**config.mk**
```make
export PLATFORM = sky130hd
export DESIGN_NAME = lcd_spi_command_framer
export DESIGN_NICKNAME = d
export VERILOG_FILES = /design/src/rtl/lsf_pkg.sv /design/src/rtl/lcd_spi_command_framer.sv /design/src/rtl/lsf_front.sv /design/src/rtl/lsf_queue.sv /design/src/rtl/lsf_back.sv
export SDC_FILE = /design/constraint.sdc
export NUM_CORES = 1
export LEC_CHECK = 0
export BUFFER_PORTS_ARGS = -buffer_cell sky130_fd_sc_hd__buf_2
export CORE_MARGIN = 2
export CORE_UTILIZATION = 35
export CTS_CLUSTER_DIAMETER = 30
export DETAILED_ROUTE_END_ITERATION = 8
export GPL_TIMING_DRIVEN = 0
export RECOVER_POWER = 25
export SYNTH_ARGS = -nofsm -noshare
export SYNTH_HDL_FRONTEND = slang
export SYNTH_SLANG_ARGS = --single-unit
```
**constraint.sdc**
```tcl
create_clock -name clk -period 3.3 [get_ports clk]
set_input_delay 0.66 -clock clk [delete_from_list [all_inputs] [get_ports clk]]
set_output_delay 0.66 -clock clk [all_outputs]
set_load 0.05 [all_outputs]
```
**src/rtl/lsf_pkg.sv**
```systemverilog
// shared types, request codes and the fixed init table for the spi lcd framer
// used by every module under rtl; depends on nothing
package lsf_pkg;

    // request codes on the input selector
    localparam logic [2:0] CMD_INIT   = 3'd0;
    localparam logic [2:0] CMD_FULL   = 3'd1;
    localparam logic [2:0] CMD_WINDOW = 3'd2;
    localparam logic [2:0] CMD_PIXEL  = 3'd3;
    localparam logic [2:0] CMD_CLOSE  = 3'd4;

    // panel command bytes
    localparam logic [7:0] OP_SWRESET = 8'h01;
    localparam logic [7:0] OP_SLPOUT  = 8'h11;
    localparam logic [7:0] OP_COLMOD  = 8'h3a;
    localparam logic [7:0] OP_MADCTL  = 8'h36;
    localparam logic [7:0] OP_CASET   = 8'h2A;
    localparam logic [7:0] OP_RASET   = 8'h2B;
    localparam logic [7:0] OP_INVON   = 8'h21;
    localparam logic [7:0] OP_NORON   = 8'h13;
    localparam logic [7:0] OP_DISPON  = 8'h29;
    localparam logic [7:0] OP_RAMWR   = 8'h2C;
    localparam logic [7:0] PIX_565    = 8'h55;
    localparam logic [7:0] ROW_END    = 8'hf0;

    localparam int unsigned IDX_W      = 5;
    localparam logic [IDX_W-1:0] INIT_LAST = 5'd18;
    localparam logic [IDX_W-1:0] WIN_LAST  = 5'd10;

    localparam int unsigned Q_DEPTH = 4;
    localparam int unsigned Q_PTR_W = $clog2(Q_DEPTH);
    localparam int unsigned Q_LVL_W = $clog2(Q_DEPTH + 1);

    typedef enum logic [2:0] {
        KIND_INIT,
        KIND_FULL,
        KIND_WINDOW,
        KIND_PIXEL,
        KIND_CLOSE
    } kind_t;

    // classified request; window: p0 x, p1 end column, p2 y; pixel: p0 first, p1 second
    typedef struct packed {
        kind_t      kind;
        logic [7:0] p0;
        logic [7:0] p1;
        logic [7:0] p2;
    } desc_t;

    typedef struct packed {
        logic [7:0] data_byte;
        logic       byte_valid;
        logic       is_data;
        logic       end_transfer;
        logic [4:0] wait_units;
        logic       last;
    } item_t;

    typedef struct packed {
        logic               full;
        logic               empty;
        logic [Q_LVL_W-1:0] level;
    } q_stat_t;

    function automatic item_t mk_item(logic [7:0] b, logic dc, logic e, logic [4:0] w);
        item_t it;
        it.data_byte    = b;
        it.byte_valid   = 1'b1;
        it.is_data      = dc;
        it.end_transfer = e;
        it.wait_units   = w;
        it.last         = 1'b0;
        return it;
    endfunction

    function automatic item_t init_item(logic [IDX_W-1:0] idx);
        item_t it;
        unique case (idx)
            5'd0:    it = mk_item(OP_SWRESET, 1'b0, 1'b1, 5'd20);
            5'd1:    it = mk_item(OP_SLPOUT,  1'b0, 1'b1, 5'd10);
            5'd2:    it = mk_item(OP_COLMOD,  1'b0, 1'b0, 5'd0);
            5'd3:    it = mk_item(PIX_565,    1'b1, 1'b1, 5'd2);
            5'd4:    it = mk_item(OP_MADCTL,  1'b0, 1'b0, 5'd0);
            5'd5:    it = mk_item(8'h00,      1'b1, 1'b1, 5'd0);
            5'd6:    it = mk_item(OP_CASET,   1'b0, 1'b0, 5'd0);
            5'd7:    it = mk_item(8'h00,      1'b1, 1'b0, 5'd0);
            5'd8:    it = mk_item(8'h00,      1'b1, 1'b0, 5'd0);
            5'd9:    it = mk_item(8'h00,      1'b1, 1'b0, 5'd0);
            5'd10:   it = mk_item(ROW_END,    1'b1, 1'b1, 5'd0);
            5'd11:   it = mk_item(OP_RASET,   1'b0, 1'b0, 5'd0);
            5'd12:   it = mk_item(8'h00,      1'b1, 1'b0, 5'd0);
            5'd13:   it = mk_item(8'h00,      1'b1, 1'b0, 5'd0);
            5'd14:   it = mk_item(8'h00,      1'b1, 1'b0, 5'd0);
            5'd15:   it = mk_item(ROW_END,    1'b1, 1'b1, 5'd0);
            5'd16:   it = mk_item(OP_INVON,   1'b0, 1'b1, 5'd2);
            5'd17:   it = mk_item(OP_NORON,   1'b0, 1'b1, 5'd2);
            5'd18:   it = mk_item(OP_DISPON,  1'b0, 1'b1, 5'd2);
            default: it = mk_item(OP_DISPON,  1'b0, 1'b1, 5'd2);
        endcase
        it.last = (idx >= INIT_LAST);
        return it;
    endfunction

endpackage

```
**src/rtl/lcd_spi_command_framer.sv**
```systemverilog
// top level of the spi lcd command framer: front end, request queue, back end
// depends on lsf_pkg, lsf_front, lsf_queue, lsf_back
//
// channel   dir  tdata fields (low bit up)                           tuser / tlast
// s_axis    in   x[7:0] y[15:8] width[23:16] pixel[39:24] high_first[40]  tuser: cmd
// m_axis    out  data_byte[7:0] end_transfer[8] wait_units[13:9]      tuser: byte_valid,
//                                                                     is_data; tlast: last
//
// a request is taken every cycle while the 4-entry queue has room; unknown codes are dropped
// the back end sequencer sends one byte per cycle while a request is queued and the output
// is not stalled: pixel 2 bytes, window 11, init 19, full write and close one item each
// reset clears the queue pointers, the sequence index and the output valid
// an output stall holds the output register and the sequencer; the queue keeps filling

module lcd_spi_command_framer (
    input  logic        clk,
    input  logic        rst_n,
    input  logic        s_axis_tvalid,
    output logic        s_axis_tready,
    input  logic [47:0] s_axis_tdata,   // x, y, width, pixel, high_first, zero pad
    input  logic [2:0]  s_axis_tuser,   // cmd
    output logic        m_axis_tvalid,
    input  logic        m_axis_tready,
    output logic [15:0] m_axis_tdata,   // data_byte, end_transfer, wait_units, zero pad
    output logic [1:0]  m_axis_tuser,   // byte_valid, is_data
    output logic        m_axis_tlast
);

    logic             legal;
    logic             push;
    logic             pop;
    lsf_pkg::desc_t   in_desc;
    lsf_pkg::desc_t   head;
    lsf_pkg::q_stat_t q_stat;
    lsf_pkg::item_t   out_item;

    lsf_front u_front (
        .cmd        (s_axis_tuser),
        .x          (s_axis_tdata[7:0]),
        .y          (s_axis_tdata[15:8]),
        .width      (s_axis_tdata[23:16]),
        .pixel      (s_axis_tdata[39:24]),
        .high_first (s_axis_tdata[40]),
        .legal      (legal),
        .desc       (in_desc)
    );

    assign s_axis_tready = !q_stat.full;
    assign push          = s_axis_tvalid && s_axis_tready && legal;

    lsf_queue u_queue (
        .clk       (clk),
        .rst_n     (rst_n),
        .push      (push),
        .push_desc (in_desc),
        .pop       (pop),
        .head      (head),
        .stat      (q_stat)
    );

    lsf_back u_back (
        .clk        (clk),
        .rst_n      (rst_n),
        .head       (head),
        .head_valid (!q_stat.empty),
        .pop        (pop),
        .out_valid  (m_axis_tvalid),
        .out_ready  (m_axis_tready),
        .out_item   (out_item)
    );

    assign m_axis_tdata = {2'b00, out_item.wait_units, out_item.end_transfer,
                           out_item.data_byte};
    assign m_axis_tuser = {out_item.is_data, out_item.byte_valid};
    assign m_axis_tlast = out_item.last;

`ifndef NO_ASSERTIONS
    // a taken legal request, close included, is in the queue the next cycle
    a_push_lands: assert property (@(posedge clk) disable iff (!rst_n)
        push |=> !q_stat.empty)
        else $error("accepted request missing from queue");

    // a close marker always raises chip select and ends its request
    a_close_marker: assert property (@(posedge clk) disable iff (!rst_n)
        (m_axis_tvalid && !out_item.byte_valid) |->
        (out_item.end_transfer && out_item.is_data && out_item.last))
        else $error("malformed close marker");

    // delays only follow a byte that ends a transfer
    a_wait_on_end: assert property (@(posedge clk) disable iff (!rst_n)
        (m_axis_tvalid && (out_item.wait_units != 5'd0)) |-> out_item.end_transfer)
        else $error("delay without end of transfer");
`endif

endmodule

```
**src/rtl/lsf_front.sv**
```systemverilog
// front end: classifies a request and prepares its queue entry
// depends on lsf_pkg
module lsf_front (
    input  logic [2:0]     cmd,
    input  logic [7:0]     x,
    input  logic [7:0]     y,
    input  logic [7:0]     width,
    input  logic [15:0]    pixel,
    input  logic           high_first,
    output logic           legal,
    output lsf_pkg::desc_t desc
);

    logic [7:0] end_col;

    assign end_col = x + width - 8'd1;

    always_comb
    begin
        legal     = 1'b1;
        desc.kind = lsf_pkg::KIND_CLOSE;
        desc.p0   = x;
        desc.p1   = end_col;
        desc.p2   = y;
        unique case (cmd)
            lsf_pkg::CMD_INIT:   desc.kind = lsf_pkg::KIND_INIT;
            lsf_pkg::CMD_FULL:   desc.kind = lsf_pkg::KIND_FULL;
            lsf_pkg::CMD_WINDOW: desc.kind = lsf_pkg::KIND_WINDOW;
            lsf_pkg::CMD_PIXEL:
            begin
                desc.kind = lsf_pkg::KIND_PIXEL;
                // byte order is fixed here so the back end just plays p0 then p1
                desc.p0   = high_first ? pixel[15:8] : pixel[7:0];
                desc.p1   = high_first ? pixel[7:0]  : pixel[15:8];
            end
            lsf_pkg::CMD_CLOSE:  desc.kind = lsf_pkg::KIND_CLOSE;
            default:             legal     = 1'b0;
        endcase
    end

endmodule

```
**src/rtl/lsf_queue.sv**
```systemverilog
// small request queue between front and back end
// depends on lsf_pkg
module lsf_queue (
    input  logic              clk,
    input  logic              rst_n,
    input  logic              push,
    input  lsf_pkg::desc_t    push_desc,
    input  logic              pop,
    output lsf_pkg::desc_t    head,
    output lsf_pkg::q_stat_t  stat
);

    lsf_pkg::desc_t                entry_reg [lsf_pkg::Q_DEPTH];
    logic [lsf_pkg::Q_PTR_W-1:0]   wr_ptr_reg, wr_ptr_next;
    logic [lsf_pkg::Q_PTR_W-1:0]   rd_ptr_reg, rd_ptr_next;
    logic [lsf_pkg::Q_LVL_W-1:0]   level_reg, level_next;
    logic                          do_push, do_pop;

    assign stat.full  = (level_reg == lsf_pkg::Q_LVL_W'(lsf_pkg::Q_DEPTH));
    assign stat.empty = (level_reg == '0);
    assign stat.level = level_reg;
    assign head       = entry_reg[rd_ptr_reg];

    assign do_push = push && !stat.full;
    assign do_pop  = pop && !stat.empty;

    always_comb
    begin
        wr_ptr_next = do_push ? wr_ptr_reg + 1'b1 : wr_ptr_reg;
        rd_ptr_next = do_pop  ? rd_ptr_reg + 1'b1 : rd_ptr_reg;
        level_next  = level_reg;
        if (do_push && !do_pop)
        begin
            level_next = level_reg + 1'b1;
        end
        else if (do_pop && !do_push)
        begin
            level_next = level_reg - 1'b1;
        end
    end

    always_ff @(posedge clk or negedge rst_n)
    begin
        if (!rst_n)
        begin
            wr_ptr_reg <= '0;
            rd_ptr_reg <= '0;
            level_reg  <= '0;
        end
        else
        begin
            wr_ptr_reg <= wr_ptr_next;
            rd_ptr_reg <= rd_ptr_next;
            level_reg  <= level_next;
        end
    end

    always_ff @(posedge clk)
    begin
        if (do_push)
        begin
            entry_reg[wr_ptr_reg] <= push_desc;
        end
    end

endmodule

```
**src/rtl/lsf_back.sv**
```systemverilog
// back end: walks the byte sequence of the queued request, one byte per cycle
// into the output register unless the output stalls; depends on lsf_pkg
module lsf_back (
    input  logic              clk,
    input  logic              rst_n,
    input  lsf_pkg::desc_t    head,
    input  logic              head_valid,
    output logic              pop,
    output logic              out_valid,
    input  logic              out_ready,
    output lsf_pkg::item_t    out_item
);

    logic [lsf_pkg::IDX_W-1:0] idx_reg, idx_next;
    logic                      out_valid_reg, out_valid_next;
    lsf_pkg::item_t            out_item_reg;
    lsf_pkg::item_t            cur;
    logic                      load, take;

    function automatic lsf_pkg::item_t seq_item(lsf_pkg::desc_t d,
                                                logic [lsf_pkg::IDX_W-1:0] idx);
        lsf_pkg::item_t it;
        it = lsf_pkg::mk_item(lsf_pkg::OP_RAMWR, 1'b0, 1'b0, 5'd0);
        case (d.kind)
            lsf_pkg::KIND_INIT:
            begin
                it = lsf_pkg::init_item(idx);
            end
            lsf_pkg::KIND_FULL:
            begin
                it.last = 1'b1;
            end
            lsf_pkg::KIND_WINDOW:
            begin
                unique case (idx)
                    5'd0:    it = lsf_pkg::mk_item(lsf_pkg::OP_CASET, 1'b0, 1'b0, 5'd0);
                    5'd1:    it = lsf_pkg::mk_item(8'h00, 1'b1, 1'b0, 5'd0);
                    5'd2:    it = lsf_pkg::mk_item(d.p0, 1'b1, 1'b0, 5'd0);
                    5'd3:    it = lsf_pkg::mk_item(8'h00, 1'b1, 1'b0, 5'd0);
                    5'd4:    it = lsf_pkg::mk_item(d.p1, 1'b1, 1'b1, 5'd0);
                    5'd5:    it = lsf_pkg::mk_item(lsf_pkg::OP_RASET, 1'b0, 1'b0, 5'd0);
                    5'd6:    it = lsf_pkg::mk_item(8'h00, 1'b1, 1'b0, 5'd0);
                    5'd7:    it = lsf_pkg::mk_item(d.p2, 1'b1, 1'b0, 5'd0);
                    5'd8:    it = lsf_pkg::mk_item(8'h00, 1'b1, 1'b0, 5'd0);
                    5'd9:    it = lsf_pkg::mk_item(lsf_pkg::ROW_END, 1'b1, 1'b1, 5'd0);
                    default: it = lsf_pkg::mk_item(lsf_pkg::OP_RAMWR, 1'b0, 1'b0, 5'd0);
                endcase
                it.last = (idx >= lsf_pkg::WIN_LAST);
            end
            lsf_pkg::KIND_PIXEL:
            begin
                it      = lsf_pkg::mk_item((idx == '0) ? d.p0 : d.p1, 1'b1, 1'b0, 5'd0);
                it.last = (idx != '0);
            end
            default:
            begin
                // close marker: dc goes up with chip select, no byte on the wire
                it.data_byte    = 8'h00;
                it.byte_valid   = 1'b0;
                it.is_data      = 1'b1;
                it.end_transfer = 1'b1;
                it.last         = 1'b1;
            end
        endcase
        return it;
    endfunction

    assign cur  = seq_item(head, idx_reg);
    assign load = !out_valid_reg || out_ready;
    assign take = load && head_valid;
    assign pop  = take && cur.last;

    always_comb
    begin
        idx_next       = idx_reg;
        out_valid_next = out_valid_reg;
        if (take)
        begin
            idx_next = cur.last ? '0 : idx_reg + 1'b1;
        end
        if (load)
        begin
            out_valid_next = head_valid;
        end
    end

    always_ff @(posedge clk or negedge rst_n)
    begin
        if (!rst_n)
        begin
            idx_reg       <= '0;
            out_valid_reg <= 1'b0;
        end
        else
        begin
            idx_reg       <= idx_next;
            out_valid_reg <= out_valid_next;
        end
    end

    always_ff @(posedge clk)
    begin
        if (take)
        begin
            out_item_reg <= cur;
        end
    end

    assign out_valid = out_valid_reg;
    assign out_item  = out_item_reg;

endmodule

```
==> metrics.md <==
| Metric | Value |
|---|---|
| FF+latch count, synth | ~140 |
| Post-Place Worst Slack | about 0.033 ns |
| Starting Density | between 30% and 40% |
| Max reg flops | roughly 110 |
| Maximum clock rate | approximately 330 MHz |
| Final WS setup | 0.2503 ns |
| Gr ovfl total | 0 |
| DP Area | approximately 7500 µm² |
| R2r endpoint | u_queue.level_reg[2] |
| RSZ-0062 raised after global routing | false |
| Seq pwr share | between 30% and 40% |
| Placer congestion estimate | 0.8942 |
| DRT iter0 DRCs | about 280 |
| Switch share | 35.29% |
| Post-DR wirelength/cell | between 15 and 20 µm |
| Max-Cap Viols | 0 |
| Critical path's top delay family | adder cells |
| Worst setup path startpoint | u_back.idx_reg[0] |
| Worst-path clk slew | around 0.060 ns |
| Cells after synthesis | 495 |
| Finished Core Util | a little over two fifths |
| Static Leak | roughly 0.003 µW |
| Crit path max fanout | 7 |
| Crit path depth | 12 |
| Resized cells post-CTS | 0 |
| Distinct cells, synth | 64 |
| Hold Crit Class | in -> async |
| EDFF count, synth | about 120 |
| Crit path launch type | flop |
| Leading area contributor after synthesis | edfxtp_1 |
| Die area | ~21000 µm² |
| Synth Area in XOR/XNOR | 1.157% |
| Synth async-reset ratio | roughly a tenth |
| Critical path cell sequence | inv_1, ha_2, or4_1, a21oi_1, a2bb2oi_1, o21ai_2, ha_1, inv_1, fa_1, xor2_1, nor2_1, xor2_1 |
| CTS tree | yes |
| Area Overhead vs Synth | 17.82% |
| Post-CTS Hold Buffers | 0 |
| PortBufs | 64 |
| Max clock buf depth | 2 |
| Status | completed |
| Reg2reg setup slack | ~0.25 ns |
| Post-Synth Simple-Gate Area | approximately 7.6% |
| Total Wirelength | between 15000 and 20000 µm |
| Critical Path End | u_queue.level_reg[2] |
| Cell Area, Synth | roughly 6800 µm² |
| Cell count after placement | just over 800 |
| Critical path class | reg -> reg |
| Pwr dens | 852.2 nW/µm² |
| # IOs | 76 |
| Reg2Reg Depth | 12 |
| DR pass1 iterations | 4 |
| Nets | 662 |
| Post-synthesis mux area share | 12.88% |
| Synth Warn # | 0 |
| Top post-synthesis cells by area | edfxtp_1, mux4_2, dfrtp_1, ha_1, mux2i_1 |
| Complex-gate fraction of the synthesized area | 9.884% |
| Slew Viols, Final | 0 |
| Detailed placer's ending HPWL | ~11000 µm |
| Slowest CP cell | or4_1 |
| Crit path largest cell delay | between 0.5 and 0.6 ns |
| Max_slew headroom | 47.06% |
| H-tree depth | 4 |
| Net Sw Power | between 2000 and 2500 µW |
| Number of remaining DRC errors | 0 |
| Chip width | roughly 140 µm |
| Crit path DAT | approximately 3.4 ns |
| # rows | between 50 and 60 |
| Clock network power share | approximately a quarter |
| Clock sink count | approximately 140 |
| Ys flop type | edfxtp_1 |
| Tcrit/Tclk final | a little over 90% |
| Setup repair bufs after CTS | 0 |
| Worst R2R Start | u_back.idx_reg[0] |
| Final setup TNS | 0 ns |
| Peak supply drop | ~310 µV |
| Clock Skew | 0.01423 ns |
| Gr usage total | 15.77% |
| Global-route wire length before repair | between 20000 and 25000 µm |
| Register area share after synthesis | between 50% and 60% |
| Core ar. | around 19000 µm² |
| Antenna cells | 0 |
| Final Hold Viols | 0 |
| Root buf cell | clkbuf_16 |
| Cell Int Power | around 4400 µW |
| Antenna Violating Nets Remaining | 0 |
| Finished Layout Cells | between 800 and 900 |
| Clk_lat worst skew | approximately 0.41 ns |
| Combinational share of power | 37.6% |
| Design Area, Final | 8024 µm² |
| Minimum clock period | about 3.0 ns |
| Worst-margin pin slew | a little under 0.8 ns |
| Share of cells above drive strength 1 | between 20% and 30% |
| Die Y | approximately 140 µm |
| Critical Path Sink Type | flop |
| Area fraction of the dominant cell type after synthesis | a little over half |
| Average size of a mapped cell | around 14 µm² |
| Worst endpoint required time | 3.63 ns |
| Largest family of logic cells by synthesized area | multiplexers |
| Avg Vias per Cell | 5.040 |
| Synthesized-area fraction occupied by adder cells | roughly 5.2% |
| Largest net degree at the start of global routing | 28 |
| Antenna violations before repair | 0 |
| CP bufs+invs | 2 |
| Vias | about 4300 |
| Final setup fails | 0 |
| CTS buffer count | 17 |
| Vias in the first global route | ~4500 |
power groups by stage:
stage,sequential (µW),combinational (µW),clock [µW]
floorplan,2760,1590,0
global placement,2470,2580,0
detailed placement,2480,2600,0
CTS,2450,2610,1870
global route,2490,2800,1930
finish,2450,2570,1820
worst min path at each step:
stage               depth (start not counted)                 to
floorplan                                   0  u_back.idx_reg[0]
global placement                            2   u_back.out_valid
detailed placement                          2   u_back.out_valid
CTS                                         1  u_back.idx_reg[4]
global route                                1  u_back.idx_reg[3]
finish                                      1  u_back.idx_reg[3]
logic make-up (layout without fill, tap and decap cells):
group	Yosys count	count (layout)
AO/OA/AOI/OAI	100	100
other	1	3
buffers and inverters	64	158
adder cells (fa/ha/maj)	27	27
XOR/XNOR	9	9
flip-flops	136	136
AND/OR/NAND/NOR	105	105
multiplexers	53	53
cell type report:
class | count | area [µm²]
plain buffers | 25 | 138.9
clock buffers | 20 | 436.7
clock inverters | 10 | 130.1
fillers | 1851 | 11250
inverters | 39 | 150.1
multi-input cells | 297 | 2525
flip-flops and latches | 136 | 4020
well taps | 265 | 331.6
repair buffers | 64 | 291.5
cell usage after synthesis, types with 3 or more instances:
library cell,instances
inv_1,37
o22ai_1,5
and2_1,7
edfxtp_1,123
dfrtp_1,13
mux4_2,26
xor2_1,4
nand3_1,7
o221ai_1,5
mux2i_1,22
buf_2,6
xnor2_1,5
ha_1,25
nor2_1,16
buf_4,6
nor2b_1,10
o21a_1,4
o21ai_0,26
nand2b_1,6
a22oi_1,4
a211oi_1,3
o2bb2ai_1,3
mux2_2,4
nand2_1,36
a31oi_1,4
clkbuf_1,10
nor3_1,8
a21oi_1,17
a221o_1,3
o21bai_1,3
a21o_1,4
per-stage QoR:
step / power [µW] / hold WS [ns]
3_5_place_dp: 5085 / 0.4894
2_1_floorplan: 4356 / 0.3644
6_report: 6838 / 0.3105
4_1_cts: 6929 / 0.1331
3_3_place_gp: 5048 / 0.4784
5_1_grt: 7223 / 0.3681
metal layers:
layer  track usage (%)  wire length [µm]
met5                 0                 0
met2             26.32              7412
met3             3.199               643
met4             4.902               135
met1             20.78              6968
cells in the final DEF (no fill, tap or decap), types with 4 or more instances in the layout:
master / n
edfxtp_1: 123
buf_2: 47
inv_1: 37
nand2_1: 36
clkbuf_1: 36
mux4_2: 26
o21ai_0: 26
ha_1: 24
mux2i_1: 22
a21oi_1: 17
clkbuf_16: 17
nor2_1: 16
dfrtp_1: 12
nor2b_1: 10
nor3_1: 8
nand3_1: 7
buf_4: 6
nand2b_1: 6
xnor2_1: 5
o22ai_1: 5
o221ai_1: 5
o21a_1: 4
a21o_1: 4
xor2_1: 4
and2_2: 4
mux2_2: 4
a22oi_1: 4
a31oi_1: 4
clkinv_2: 4
Power figures use the tool's default switching activity.
